--- src/hdl/fdws_pkg.sv ---
// ----------------------------------------------------------------------------
// fdws_pkg - shared types and constants for the doubleword write stager
// Action, kind and status codes, configuration defaults, the result record
// and page arithmetic helpers used by the stager modules.
// ----------------------------------------------------------------------------
package fdws_pkg;

    // Flash page geometry
    localparam int unsigned PAGE_SIZE = 2048;
    localparam int unsigned PAGE_LG   = $clog2(PAGE_SIZE);

    // Width of physical address arithmetic, wide enough for base plus range
    localparam int unsigned EW = 34;

    localparam int unsigned FP_W = 13;
    localparam int unsigned PC_W = 14;
    localparam logic [PC_W-1:0] PC_MAX = 14'd8192;

    localparam logic [EW-1:0] PAGE_MASK = EW'(PAGE_SIZE - 1);

    // Largest logical area the offset field can address
    localparam logic [24:0] AREA_CAP = 25'h100_0000;

    // Lane of the last byte in a doubleword
    localparam logic [2:0] LAST_LANE = 3'd7;

    // Configuration register indexes
    localparam logic [2:0] CFG_STORAGE_BASE = 3'd0;
    localparam logic [2:0] CFG_AREA_SIZE    = 3'd1;
    localparam logic [2:0] CFG_BANK1_BASE   = 3'd2;
    localparam logic [2:0] CFG_BANK_SIZE    = 3'd3;
    localparam logic [2:0] CFG_TOTAL_SIZE   = 3'd4;
    localparam logic [2:0] CFG_DUAL_BANK    = 3'd5;

    // Configuration reset values
    localparam logic [31:0] RST_STORAGE_BASE = 32'd134250496;
    localparam logic [24:0] RST_AREA_SIZE    = 25'd65536;
    localparam logic [31:0] RST_BANK1_BASE   = 32'd134217728;
    localparam logic [24:0] RST_BANK_SIZE    = 25'd262144;
    localparam logic [25:0] RST_TOTAL_SIZE   = 26'd524288;
    localparam logic        RST_DUAL_BANK    = 1'b0;

    // Item actions
    typedef enum logic [1:0] {
        ACT_WRITE = 2'd0,
        ACT_FLUSH = 2'd1,
        ACT_RESET = 2'd2,
        ACT_ERASE = 2'd3
    } t_action;

    // Result kinds
    localparam logic [1:0] KIND_STATUS = 2'd0;
    localparam logic [1:0] KIND_PROG   = 2'd1;
    localparam logic [1:0] KIND_ERASE  = 2'd2;

    // Status codes
    localparam logic [1:0] ST_OK    = 2'd0;
    localparam logic [1:0] ST_AREA  = 2'd1;
    localparam logic [1:0] ST_SEQ   = 2'd2;
    localparam logic [1:0] ST_ALIGN = 2'd3;

    typedef struct packed {
        t_action     action;
        logic [23:0] offset;
        logic [24:0] length;
        logic [7:0]  data_byte;
        logic        first;
    } t_item;

    typedef struct packed {
        logic [1:0]      kind;
        logic [1:0]      status;
        logic [31:0]     address;
        logic [63:0]     word;
        logic            bank;
        logic [FP_W-1:0] first_page;
        logic [PC_W-1:0] page_count;
    } t_res;

    // Configuration as seen by the datapath, with derived bounds
    typedef struct packed {
        logic [31:0]   storage_base;
        logic [24:0]   area;
        logic [31:0]   bank1_base;
        logic [EW-1:0] b1end;
        logic [EW-1:0] fend;
        logic          dual;
    } t_cfg;

    // Record between sequencing and erase split
    typedef struct packed {
        t_res          res;
        logic          erase;
        logic [EW-1:0] s;
        logic [EW-1:0] e;
    } t_mid;

    // Page index of a byte distance, low bits kept
    function automatic logic [FP_W-1:0] page_idx(input logic [EW-1:0] d);
        logic [EW-1:0] q;
        q = d >> PAGE_LG;
        return q[FP_W-1:0];
    endfunction

    // Page count of a byte distance, saturated
    function automatic logic [PC_W-1:0] page_cnt(input logic [EW-1:0] d);
        logic [EW-1:0] q;
        q = d >> PAGE_LG;
        if (q > EW'(PC_MAX)) begin
            return PC_MAX;
        end
        return q[PC_W-1:0];
    endfunction

endpackage

--- src/hdl/fdws_cfg.sv ---
// ----------------------------------------------------------------------------
// fdws_cfg - configuration registers
// Holds the write-only registers and registers the derived area limit and
// bank bounds used by the datapath.
// ----------------------------------------------------------------------------
module fdws_cfg (
    input  logic              i_clk,
    input  logic              i_rst_n,
    input  logic              i_cfg_we,
    input  logic [2:0]        i_cfg_idx,
    input  logic [31:0]       i_cfg_wdata,
    output fdws_pkg::t_cfg    o_cfg
);
    import fdws_pkg::*;

    logic [31:0]   r_storage_base;
    logic [24:0]   r_area_size;
    logic [31:0]   r_bank1_base;
    logic [24:0]   r_bank_size;
    logic [25:0]   r_total_size;
    logic          r_dual;
    logic [24:0]   r_area;
    logic [EW-1:0] r_b1end;
    logic [EW-1:0] r_fend;

    // Register writes
    always_ff @(posedge i_clk) begin
        if (!i_rst_n) begin
            r_storage_base <= RST_STORAGE_BASE;
            r_area_size    <= RST_AREA_SIZE;
            r_bank1_base   <= RST_BANK1_BASE;
            r_bank_size    <= RST_BANK_SIZE;
            r_total_size   <= RST_TOTAL_SIZE;
            r_dual         <= RST_DUAL_BANK;
        end else if (i_cfg_we) begin
            unique case (i_cfg_idx)
                CFG_STORAGE_BASE: r_storage_base <= i_cfg_wdata;
                CFG_AREA_SIZE:    r_area_size    <= i_cfg_wdata[24:0];
                CFG_BANK1_BASE:   r_bank1_base   <= i_cfg_wdata;
                CFG_BANK_SIZE:    r_bank_size    <= i_cfg_wdata[24:0];
                CFG_TOTAL_SIZE:   r_total_size   <= i_cfg_wdata[25:0];
                CFG_DUAL_BANK:    r_dual         <= i_cfg_wdata[0];
                default: begin
                end
            endcase
        end
    end

    // Derive clamped area and bank ends
    always_ff @(posedge i_clk) begin
        if (!i_rst_n) begin
            r_area  <= RST_AREA_SIZE;
            r_b1end <= EW'(RST_BANK1_BASE) + EW'(RST_BANK_SIZE);
            r_fend  <= EW'(RST_BANK1_BASE) + EW'(RST_TOTAL_SIZE);
        end else begin
            r_area  <= (r_area_size > AREA_CAP) ? AREA_CAP : r_area_size;
            r_b1end <= EW'(r_bank1_base) + EW'(r_bank_size);
            r_fend  <= EW'(r_bank1_base) + EW'(r_total_size);
        end
    end

    assign o_cfg.storage_base = r_storage_base;
    assign o_cfg.area         = r_area;
    assign o_cfg.bank1_base   = r_bank1_base;
    assign o_cfg.b1end        = r_b1end;
    assign o_cfg.fend         = r_fend;
    assign o_cfg.dual         = r_dual;

endmodule

--- src/hdl/fdws_seq.sv ---
// ----------------------------------------------------------------------------
// fdws_seq - write sequencer
// Checks write calls, packs bytes into the staged doubleword, handles flush
// and sequence reset, and prepares the aligned range of an erase.
// ----------------------------------------------------------------------------
module fdws_seq (
    input  logic              i_clk,
    input  logic              i_rst_n,
    input  logic              i_go,
    input  fdws_pkg::t_item   i_item,
    input  fdws_pkg::t_cfg    i_cfg,
    output fdws_pkg::t_mid    o_mid
);
    import fdws_pkg::*;

    logic [24:0]   r_next_off, n_next_off;
    logic [23:0]   r_stage_off, n_stage_off;
    logic [63:0]   r_word, n_word;
    logic [2:0]    r_count, n_count;
    logic [1:0]    r_reject, n_reject;

    logic          span_bad;
    logic          seq_bad;
    logic          unaligned;
    logic [63:0]   ins_word;
    logic [23:0]   stage_off;
    logic          take;
    logic [1:0]    code;
    logic [EW-1:0] phys_a;
    logic [EW-1:0] phys_e;

    // Checks on the call start
    assign span_bad  = (26'(i_item.offset) + 26'(i_item.length)) > 26'(i_cfg.area);
    assign seq_bad   = 25'(i_item.offset) != r_next_off;
    assign unaligned = (r_count == 3'd0) && (i_item.offset[2:0] != 3'd0);

    // Erase range in physical bytes, page aligned
    assign phys_a = EW'(i_cfg.storage_base) + EW'(i_item.offset);
    assign phys_e = phys_a + EW'(i_item.length) + PAGE_MASK;

    // Insert the byte into its lane
    always_comb begin
        ins_word = r_word;
        ins_word[{r_count, 3'b000} +: 8] = i_item.data_byte;
    end

    // Next state and result
    always_comb begin
        n_next_off  = r_next_off;
        n_stage_off = r_stage_off;
        n_word      = r_word;
        n_count     = r_count;
        n_reject    = r_reject;
        take        = 1'b0;
        code        = ST_OK;
        stage_off   = (r_count == 3'd0) ? r_next_off[23:0] : r_stage_off;
        o_mid       = '0;
        o_mid.s     = phys_a & ~PAGE_MASK;
        o_mid.e     = phys_e & ~PAGE_MASK;
        unique case (i_item.action)
            ACT_WRITE: begin
                if (i_item.first) begin
                    if (span_bad) begin
                        code = ST_AREA;
                    end else if (seq_bad) begin
                        code = ST_SEQ;
                    end else if (unaligned) begin
                        code = ST_ALIGN;
                    end
                    n_reject = code;
                    o_mid.res.status = code;
                    take = (code == ST_OK);
                end else if (r_reject != ST_OK) begin
                    o_mid.res.status = r_reject;
                end else if (r_next_off >= i_cfg.area) begin
                    n_reject = ST_AREA;
                    o_mid.res.status = ST_AREA;
                end else begin
                    take = 1'b1;
                end
                // Stage the byte; emit the word when the last lane fills
                if (take) begin
                    n_stage_off = stage_off;
                    n_word      = ins_word;
                    n_count     = r_count + 3'd1;
                    n_next_off  = r_next_off + 25'd1;
                    if (r_count == LAST_LANE) begin
                        o_mid.res.kind    = KIND_PROG;
                        o_mid.res.address = i_cfg.storage_base + 32'(stage_off);
                        o_mid.res.word    = ins_word;
                        n_word            = '1;
                        n_count           = 3'd0;
                        n_stage_off       = n_next_off[23:0];
                    end
                end
            end
            ACT_FLUSH: begin
                if (r_count != 3'd0) begin
                    o_mid.res.kind    = KIND_PROG;
                    o_mid.res.address = i_cfg.storage_base + 32'(r_stage_off);
                    o_mid.res.word    = r_word;
                    n_word            = '1;
                    n_count           = 3'd0;
                end
            end
            ACT_RESET: begin
                n_next_off  = 25'(i_item.offset);
                n_stage_off = i_item.offset;
                n_word      = '1;
                n_count     = 3'd0;
            end
            ACT_ERASE: begin
                if (span_bad) begin
                    o_mid.res.status = ST_AREA;
                end else begin
                    n_next_off  = 25'(i_item.offset);
                    n_stage_off = i_item.offset;
                    n_word      = '1;
                    n_count     = 3'd0;
                    o_mid.erase = (i_item.length != 25'd0);
                end
            end
            default: begin
            end
        endcase
    end

    // Advance state on each processed word
    always_ff @(posedge i_clk) begin
        if (!i_rst_n) begin
            r_next_off  <= '0;
            r_stage_off <= '0;
            r_word      <= '1;
            r_count     <= '0;
            r_reject    <= ST_OK;
        end else if (i_go) begin
            r_next_off  <= n_next_off;
            r_stage_off <= n_stage_off;
            r_word      <= n_word;
            r_count     <= n_count;
            r_reject    <= n_reject;
        end
    end

endmodule

--- src/hdl/fdws_split.sv ---
// ----------------------------------------------------------------------------
// fdws_split - erase range splitter
// Clips an aligned erase range to flash and splits it at the bank boundary
// into up to two page-erase results.
// ----------------------------------------------------------------------------
module fdws_split (
    input  fdws_pkg::t_mid    i_mid,
    input  fdws_pkg::t_cfg    i_cfg,
    output fdws_pkg::t_res    o_slot0,
    output fdws_pkg::t_res    o_slot1,
    output logic              o_two
);
    import fdws_pkg::*;

    logic [EW-1:0] b1;
    logic [EW-1:0] sc;
    logic [EW-1:0] lim_hi;
    logic [EW-1:0] lim_lo;
    logic          hi_only;
    logic          vx;
    logic          vy;
    t_res          seg_x;
    t_res          seg_y;

    assign b1      = EW'(i_cfg.bank1_base);
    assign sc      = (i_mid.s < b1) ? b1 : i_mid.s;
    assign hi_only = i_cfg.dual && (i_mid.s >= i_cfg.b1end);
    assign lim_hi  = (i_mid.e < i_cfg.fend)  ? i_mid.e : i_cfg.fend;
    assign lim_lo  = (i_mid.e < i_cfg.b1end) ? i_mid.e : i_cfg.b1end;

    // First segment: bank two only, or the bank one part
    always_comb begin
        seg_x      = '0;
        seg_x.kind = KIND_ERASE;
        if (hi_only) begin
            vx               = lim_hi > sc;
            seg_x.bank       = 1'b1;
            seg_x.first_page = page_idx(sc - i_cfg.b1end);
            seg_x.page_count = page_cnt(lim_hi - sc);
        end else begin
            vx               = lim_lo > sc;
            seg_x.first_page = page_idx(sc - b1);
            seg_x.page_count = page_cnt(lim_lo - sc);
        end
    end

    // Second segment: spill into bank two
    always_comb begin
        seg_y            = '0;
        seg_y.kind       = KIND_ERASE;
        seg_y.bank       = 1'b1;
        seg_y.page_count = page_cnt(lim_hi - i_cfg.b1end);
        vy = !hi_only && i_cfg.dual && (i_mid.e > i_cfg.b1end) && (lim_hi > i_cfg.b1end);
    end

    // Order results; an empty erase reports ok
    always_comb begin
        o_slot1 = seg_y;
        o_two   = 1'b0;
        if (!i_mid.erase) begin
            o_slot0 = i_mid.res;
        end else if (vx) begin
            o_slot0 = seg_x;
            o_two   = vy;
        end else if (vy) begin
            o_slot0 = seg_y;
        end else begin
            o_slot0 = '0;
        end
    end

endmodule

--- src/hdl/fdws_outbuf.sv ---
// ----------------------------------------------------------------------------
// fdws_outbuf - result register
// Holds the one or two results of an item and presents them in order,
// marking the final one.
// ----------------------------------------------------------------------------
module fdws_outbuf (
    input  logic              i_clk,
    input  logic              i_rst_n,
    input  logic              i_load,
    input  fdws_pkg::t_res    i_slot0,
    input  fdws_pkg::t_res    i_slot1,
    input  logic              i_two,
    input  logic              i_out_ready,
    output logic              o_free,
    output logic              o_valid,
    output logic              o_last,
    output fdws_pkg::t_res    o_res
);
    import fdws_pkg::*;

    logic r_valid;
    logic r_two;
    logic r_sel;
    t_res r_slot0;
    t_res r_slot1;
    logic out_acc;

    assign o_valid = r_valid;
    assign o_last  = !r_two || r_sel;
    assign o_res   = r_sel ? r_slot1 : r_slot0;
    assign out_acc = r_valid && i_out_ready;
    assign o_free  = !r_valid || (i_out_ready && o_last);

    // Control: load a new item or step to its second result
    always_ff @(posedge i_clk) begin
        if (!i_rst_n) begin
            r_valid <= 1'b0;
            r_two   <= 1'b0;
            r_sel   <= 1'b0;
        end else if (i_load) begin
            r_valid <= 1'b1;
            r_two   <= i_two;
            r_sel   <= 1'b0;
        end else if (out_acc) begin
            if (o_last) begin
                r_valid <= 1'b0;
            end else begin
                r_sel <= 1'b1;
            end
        end
    end

    // Hold payload
    always_ff @(posedge i_clk) begin
        if (i_load) begin
            r_slot0 <= i_slot0;
            r_slot1 <= i_slot1;
        end
    end

endmodule

--- src/hdl/flash_doubleword_write_stager.sv ---
// ----------------------------------------------------------------------------
// flash_doubleword_write_stager - doubleword write stager for a flash programmer
// Packs write bytes into 64-bit program commands and splits erase ranges into
// per-bank page-erase commands.
//
//   channel   direction  handshake                   contents
//   in        to block   i_in_valid / o_in_ready     action, offset, length, byte
//   out       from block o_out_valid / i_out_ready   one or two results per word
//   cfg       to block   i_cfg_we                    register index and data
//
// An accepted word passes the input register, the sequencing stage into the middle
// register, and the result register before its first result appears.
// One word is taken per cycle while the output does not stall; an erase that yields
// two results holds the result register until both have been taken.
// A stall on the output backs up through the result, middle and input
// registers; each stage moves when the one after it frees.
// Reset is synchronous; it restores the default configuration and clears
// the staged doubleword and sequence.
// ----------------------------------------------------------------------------
module flash_doubleword_write_stager (
    input  logic         i_clk,
    input  logic         i_rst_n,
    input  logic         i_cfg_we,
    input  logic [2:0]   i_cfg_idx,
    input  logic [31:0]  i_cfg_wdata,
    input  logic         i_in_valid,
    output logic         o_in_ready,
    input  logic [1:0]   i_action,
    input  logic [23:0]  i_offset,
    input  logic [24:0]  i_length,
    input  logic [7:0]   i_data_byte,
    input  logic         i_first,
    output logic         o_out_valid,
    input  logic         i_out_ready,
    output logic [1:0]   o_kind,
    output logic [1:0]   o_status,
    output logic [31:0]  o_address,
    output logic [63:0]  o_word,
    output logic         o_bank,
    output logic [12:0]  o_first_page,
    output logic [13:0]  o_page_count,
    output logic         o_last
);
    import fdws_pkg::*;

    t_cfg  cfg;
    logic  r_in_v;
    t_item r_item;
    logic  r_mid_v;
    t_mid  r_mid;
    t_mid  mid_n;
    logic  mid_ready;
    logic  in_go;
    logic  res_free;
    logic  mid_go;
    t_res  slot0;
    t_res  slot1;
    logic  two;
    t_res  res;

    assign mid_ready  = !r_mid_v || res_free;
    assign o_in_ready = !r_in_v || mid_ready;
    assign in_go      = r_in_v && mid_ready;
    assign mid_go     = r_mid_v && res_free;

    fdws_cfg u_cfg (
        .i_clk       (i_clk),
        .i_rst_n     (i_rst_n),
        .i_cfg_we    (i_cfg_we),
        .i_cfg_idx   (i_cfg_idx),
        .i_cfg_wdata (i_cfg_wdata),
        .o_cfg       (cfg)
    );

    // Input register
    always_ff @(posedge i_clk) begin
        if (!i_rst_n) begin
            r_in_v <= 1'b0;
        end else if (o_in_ready) begin
            r_in_v <= i_in_valid;
        end
    end

    always_ff @(posedge i_clk) begin
        if (i_in_valid && o_in_ready) begin
            r_item.action    <= t_action'(i_action);
            r_item.offset    <= i_offset;
            r_item.length    <= i_length;
            r_item.data_byte <= i_data_byte;
            r_item.first     <= i_first;
        end
    end

    fdws_seq u_seq (
        .i_clk   (i_clk),
        .i_rst_n (i_rst_n),
        .i_go    (in_go),
        .i_item  (r_item),
        .i_cfg   (cfg),
        .o_mid   (mid_n)
    );

    // Middle register
    always_ff @(posedge i_clk) begin
        if (!i_rst_n) begin
            r_mid_v <= 1'b0;
        end else if (mid_ready) begin
            r_mid_v <= r_in_v;
        end
    end

    always_ff @(posedge i_clk) begin
        if (in_go) begin
            r_mid <= mid_n;
        end
    end

    fdws_split u_split (
        .i_mid   (r_mid),
        .i_cfg   (cfg),
        .o_slot0 (slot0),
        .o_slot1 (slot1),
        .o_two   (two)
    );

    fdws_outbuf u_outbuf (
        .i_clk       (i_clk),
        .i_rst_n     (i_rst_n),
        .i_load      (mid_go),
        .i_slot0     (slot0),
        .i_slot1     (slot1),
        .i_two       (two),
        .i_out_ready (i_out_ready),
        .o_free      (res_free),
        .o_valid     (o_out_valid),
        .o_last      (o_last),
        .o_res       (res)
    );

    assign o_kind       = res.kind;
    assign o_status     = res.status;
    assign o_address    = res.address;
    assign o_word       = res.word;
    assign o_bank       = res.bank;
    assign o_first_page = res.first_page;
    assign o_page_count = res.page_count;

endmodule

--- config.mk ---
export PLATFORM = sky130hd
export DESIGN_NAME = flash_doubleword_write_stager
export DESIGN_NICKNAME = d
export VERILOG_FILES = /design/src/hdl/fdws_pkg.sv /design/src/hdl/fdws_cfg.sv /design/src/hdl/fdws_seq.sv /design/src/hdl/fdws_split.sv /design/src/hdl/fdws_outbuf.sv /design/src/hdl/flash_doubleword_write_stager.sv
export SDC_FILE = /design/constraint.sdc
export NUM_CORES = 2
export LEC_CHECK = 0
export ABC_AREA = 1
export BUFFER_PORTS_ARGS = -buffer_cell sky130_fd_sc_hd__buf_2
export CORE_MARGIN = 2
export CORE_UTILIZATION = 25
export DETAILED_ROUTE_END_ITERATION = 12
export PLACE_DENSITY_LB_ADDON = 0.15
export SKIP_CTS_REPAIR_TIMING = 1
export SLEW_MARGIN = 20
export SYNTH_ARGS = -nofsm -noshare
export SYNTH_HDL_FRONTEND = slang
export SYNTH_SLANG_ARGS = --single-unit
--- constraint.sdc ---
create_clock -name i_clk -period 12.2 [get_ports i_clk]
set_clock_uncertainty 0.2 [all_clocks]
set_input_delay 1.22 -clock i_clk [delete_from_list [all_inputs] [get_ports i_clk]]
set_output_delay 1.22 -clock i_clk [all_outputs]
set_load 0.03 [all_outputs]
; ---- Word level (Yosys, flattened, before mapping)
; Index checks and enable logic that the tools add are counted.
; Widths: inputs -> output; s select.
[word_totals]
reg_bits = 705
word_cells = 205
output_inout_bits = 131
[classes]
shift = 2
addsub = 16
mux = 71
magnitude_cmp = 14
bitwise = 3
n_eq_ne = 14
n_reduce_logical = 45
[ops]
columns = operator, count
row1 = $mux 128, 4
row2 = $mux 96, 3
row3 = $mux 64, 4
row4 = $pmux 64 s4, 1
row5 = $pmux 96 s2, 1
row6 = $mux 34, 3
row7 = $mux 24, 4
row8 = $mux 14, 6
row9 = $mux 25, 3
row10 = $pmux 25 s3, 1
row11 = $pmux 24 s3, 1
row12 = $gt 23x14->1 const B, 3
row13 = $gt 34x33->1, 2
row14 = $gt 34x34->1, 2
row15 = $sub 34x34->34, 2
row16 = $add 32x24->32, 2
row17 = $bwmux 64, 1
row18 = $shift 8x8->64 const A, 1
row19 = $shiftx 8x8->64, 1
row20 = $sub 24x24->24, 2
row21 = $add 34x11->34 const B, 1
row22 = $add 34x25->34, 1
row23 = $ge 34x33->1, 1
row24 = $lt 34x32->1, 1
row25 = 39 further kinds, 114

; ---- Depth between registers and ports, before layout
[depth]
word_depth = 12
depth_mapped = 38
depth_no_buf = 37

; ---- Modules after synthesis
; Synthesis repeated with hierarchy kept, for this count alone.
[unflattened]
hier_cells = 8359
hier_area_um2 = 61121.1
[by_module_without_submodules]
columns = mod, cells_per_inst, n_inst, seq_area_each_um2, area_per_inst_um2
row1 = fdws_seq, 2958, 1, 2362.3, 17671.9
row2 = fdws_split, 2713, 1, 0.0, 14695.3
row3 = fdws_cfg, 1732, 1, 4644.5, 11477.3
row4 = fdws_outbuf, 684, 1, 7747.4, 9456.6
row5 = flash_doubleword_write_stager, 272, 1, 7757.4, 7820.0

; ---- Least setup slack after synthesis
; Ideal clock, no wire load.
[synth_timing]
path_type = input to register
from = input i_out_ready
to = register u_outbuf.r_slot0[0] in the netlist's numbering, enable pin
slack_ps = 3963
arrival_ps = 7388
stages = 4
required_ps = 11351
path_cell_list = nand2_1 nand2_1 inv_1 nor2_1
[synth_between]
elab_chain_cells = 3
[synth_rtl]
columns = element, line_no
row1 = "start, declared", flash_doubleword_write_stager.sv:34  ; input logic i_out_ready,
row2 = $logic_and 1x1->1, fdws_outbuf.sv:32  ; assign o_free = !r_valid || (i_out_ready && o_last);
row3 = $logic_or 1x1->1, fdws_outbuf.sv:32
row4 = $logic_and 1x1->1, flash_doubleword_write_stager.sv:64  ; assign mid_go = r_mid_v && res_free;
row5 = net mid_go, flash_doubleword_write_stager.sv:55  ; logic mid_go;
row6 = "end signal, assigned", fdws_outbuf.sv:56  ; r_slot0 <= i_slot0;
row7 = "end, declared", fdws_outbuf.sv:24  ; t_res r_slot0;
; The timed path passes the listed nets, and every way through them passes these cells.
; A chain may end at the register's enable or synchronous reset.

; ---- Worst setup path in the final report
[layout_timing]
from = register u_cfg.r_bank1_base[27]
to = register u_outbuf.r_slot0[13] in the netlist's numbering, data pin
[layout_between]
elab_chain_cells = 9
word_cells_on_any_way = 17
classes_between = add/sub: 2 / order compare: 5 / mux: 10
[layout_rtl]
columns = element, line_no
row1 = "start, declared", fdws_cfg.sv:18  ; logic [31:0] r_bank1_base;
row2 = "start signal, assigned", fdws_cfg.sv:39  ; CFG_BANK1_BASE: r_bank1_base <= i_cfg_wdata;
row3 = $lt 34x32->1, fdws_split.sv:26  ; assign sc = (i_mid.s < b1) ? b1 : i_mid.s;
row4 = $mux 34 *, fdws_split.sv:26
row5 = "$sub 34x34->34, on equally long branches", "fdws_split.sv:43, fdws_split.sv:39"
row6 = $gt 23x14->1, fdws_pkg.sv:109  ; if (q > EW'(PC_MAX)) begin
row7 = $mux 1, fdws_pkg.sv:109
row8 = $mux 1, fdws_split.sv:35  ; if (hi_only) begin
row9 = $mux 14, fdws_pkg.sv:112  ; return q[PC_W-1:0];
row10 = $mux 27, fdws_split.sv:35
row11 = $mux 128 *, fdws_split.sv:62  ; end else if (vx) begin
; Mark *: on every way between the ends. The rest lies on a longest branch, timed or not. The select of a mux whose other input is x is not followed.

==> impl_metrics.yaml <==
run_status:
  outcome: "finished, final reports clean"
timing:
  slew_violations: 0
  max_freq_ghz: 0.1449
  slew_headroom: 0.2448
  post-route-period-util: 0.5658
  tightestPinTransition_ns: 1.133
  finalCriticalPeriod_ns: 6.903
  final-setup-viol-count: 0
  rsz0062_at_grt: "no"
  fin_ws_ns: 5.297
  finalSetupTns_ns: 0
  hold_ws_ns: 0.2591
  final_hold_viol_count: 0
floorplan:
  die_w_um: 442.9
  die_h_um: 442.9
  fp-row-count: 161
  num_io_pins: 231
  die_area_mm2: 0.1962
  start_util: 0.2509
  core_mm2: 0.1920
setup_path:
  rrSetupSlack_ns: 5.30
  slowest_stage: "inv_1"
  slowest_delay_ns: 0.64
  crit_top_cell: "nand2_1"
  cp_max_fo: 30
  critPathRequiredTime_ns: 12.48
  rr_worst_depth: 32
  r2r_end: "u_outbuf.r_slot0[13]"
  arrival_ns: 7.18
  start_kind: "register"
  crit_type: "register to register"
  end_kind: "register"
  reg2reg_from: "u_cfg.r_bank1_base[27]"
detailed_routing:
  wl_um: 196900
  drt_iter0_drc: 2937
  wl_met3_um: 6714
  post_drt_wl_per_cell_um: 21.07
  detailroute.wirelength.met2_um: 96370
  vias_per_cell: 4.791
  drc: 0
  top_layer: "met4"
  via_count: 44780
  drt-pass1-iter-count: 6
  postRouteAntennaNets: 0
  wl_met1_um: 86420
yosys:
  ys_ff_latch: 702
  ys_warn_count: 0
  synth_top_area_share: 0.2163
  synth_largest_area_cell: "edfxtp_1"
  synthesis.nets: 7139
  yosysUniqueCellTypes: 69
  async_flop_share: 0
  ys.flop_type: "dfxtp_1"
  synth_area_leaders: "edfxtp_1 22%, dfxtp_1 15%, ha_1 12%"
  synthCells: 6583
  seq_area_frac_synth: 0.3639
  synth_area_mm2: 0.04816
  synth_commonest_cells: "1,251 x nand2_1, 893 x inv_1, 808 x nor2_1"
  synth.most_common_cell: "nand2_1"
  synth_edf_count: 347
  syn_avg_cell_area_um2: 7.316
global_routing:
  overflow: 0
  grt_antenna_before_repair: 13
  grtUsageTotal: 0.1966
  first_global_vias: 44160
  grt_pass1_wl_um: 290200
  grt_max_degree: 187
power_and_ir_drop:
  p_leak_nw: 25.13
  vdd_ir_drop_max_mv: 0.1109
  combPwrFrac: 0.244
  seq_power_share: 0.374
  p_int_w: 0.004735
  clkPwrFrac: 0.382
  switching_share: 0.3464
  powerDensity_mw_per_mm2: 131.4
  p_switching_w: 0.002509
place:
  routabilityCongestion: 0.9749
  port_buffers: 230
  place_inst: 9178
  hpwl_um: 156900
  place_ws_ns: 5.330
cells_and_area:
  seqCellArea_mm2: 0.01753
  fillers: 21060
  final_net_count: 7298
  instances_no_fill: 9347
  area_growth_pct: 14.47
  multiInputGateArea_mm2: 0.02649
  fin_util: 0.2872
  post_route_cells_drive_above_1_share: 0.07979
hold_path:
  hold_start: "u_cfg.r_area_size[19]"
  whs_path_depth: 2
  holdCritPathClass: "register to register"
  whs_endpoint: "u_cfg.r_area[19]"
cts:
  insertion_delay_ns: 0.73
  cts_tree: "built"
  root_buffer: "clkbuf_16"
  cts_buffers: 88
  h-tree-depth: 3
  path_clk_slew_ns: 0.06
  cts.sinks: 702
  clock_path_buffers: 3
job:
  drv_cap: 0
## sequential cells by signal, summed over array words and instances, names as in the netlist, 26 cells and up
signal and flops:
r_mid 145, u_outbuf.r_slot0 128, u_seq.r_word 64, r_item 60, u_cfg.r_b1end 33, u_cfg.r_fend 33
u_cfg.r_bank1_base 32, u_cfg.r_storage_base 32, u_cfg.r_total_size 26
## critical path, delay by kind of cell, from the launching register on
family	cells	cell delay, ns
fa+ha+maj	2	0.86
xor+xnor	1	0.55
compound gates	7	1.51
buf+inv	3	0.92
simple gates	19	2.26
flops	1	0.35
## worst max path at each step
| stage | start | endpoint | slack (ns) | cells past startpoint |
|---|---|---|---|---|
| detailed placement | u_cfg.r_b1end[19] | u_outbuf.r_slot0[13] | 5.33 | 30 |
| floorplan | i_out_ready | u_outbuf.r_slot0[0] | 3.96 | 4 |
| CTS | u_cfg.r_b1end[19] | u_outbuf.r_slot0[13] | 5.28 | 30 |
| global route | r_item[35] | u_seq.r_count[2] | 4.66 | 33 |
| finish | u_cfg.r_bank1_base[27] | u_outbuf.r_slot0[13] | 5.30 | 32 |
| global placement | u_cfg.r_bank1_base[27] | u_outbuf.r_slot0[13] | 5.28 | 32 |
## power by group through the flow
| stage | sequential [W] | clock (W) | combinational, W |
|---|---|---|---|
| final | 0.00271 | 0.00277 | 0.00177 |
| after global routing | 0.00272 | 0.00295 | 0.00197 |
| after CTS | 0.00271 | 0.00286 | 0.00177 |
| after detailed placement | 0.00276 | 0 | 0.00176 |
| after global placement | 0.00276 | 0 | 0.00177 |
| after floorplan | 0.00270 | 0 | 0.00116 |
## cells in the final DEF (no fill, tap or decap), types with 32 or more instances in the layout
cell type  instances
nand2_1         1251
inv_1            891
nor2_1           804
o21ai_0          674
a21oi_1          624
ha_1             450
dfxtp_1          354
edfxtp_1         347
nand3_1          269
buf_2            229
xor2_1           111
clkbuf_16         91
nand4_1           65
xnor2_1           58
nor3_1            57
o21a_1            41
nand2_2           33
buf_4             32
## layout make-up
| class | instances | share of cell area |
|---|---|---|
| multi-input cells | 4770 | 0.4804 |
| flip-flops and latches | 702 | 0.3180 |
| inverters | 916 | 0.06245 |
| well taps | 2526 | 0.05733 |
| clock buffers | 133 | 0.04670 |
| repair buffers | 264 | 0.02596 |
| clock inverters | 33 | 0.009010 |
| diodes | 3 | 0.0001362 |
## stage by stage
step / total power [W] / cell area [µm²]
6_report: 0.007244 / 55130
5_1_grt: 0.007635 / 55130
4_1_cts: 0.007342 / 55110
3_5_place_dp: 0.004520 / 52040
3_3_place_gp: 0.004523 / 52040
2_1_floorplan: 0.003864 / 48160
## logic make-up (layout without fill, tap and decap cells)
group | Yosys count | count (layout) | share of synthesized area
AND/OR/NAND/NOR | 2610 | 2610 | 0.2271
AO/OA/AOI/OAI | 1533 | 1533 | 0.1710
buffers and inverters | 1111 | 1346 | 0.08752
flip-flops | 702 | 702 | 0.3639
adder cells (fa/ha/maj) | 456 | 456 | 0.1194
XOR/XNOR | 170 | 170 | 0.03107
other | 1 | 4 | 0.00007786
## per-layer routing
layer,vias to the layer above,GRT usage
li1,22300,-
met1,21250,0.2473
met2,979,0.3471
met3,254,0.01819
met4,0,0.07219
met5,-,0
Note: power is estimated with default switching activity, not from simulation.
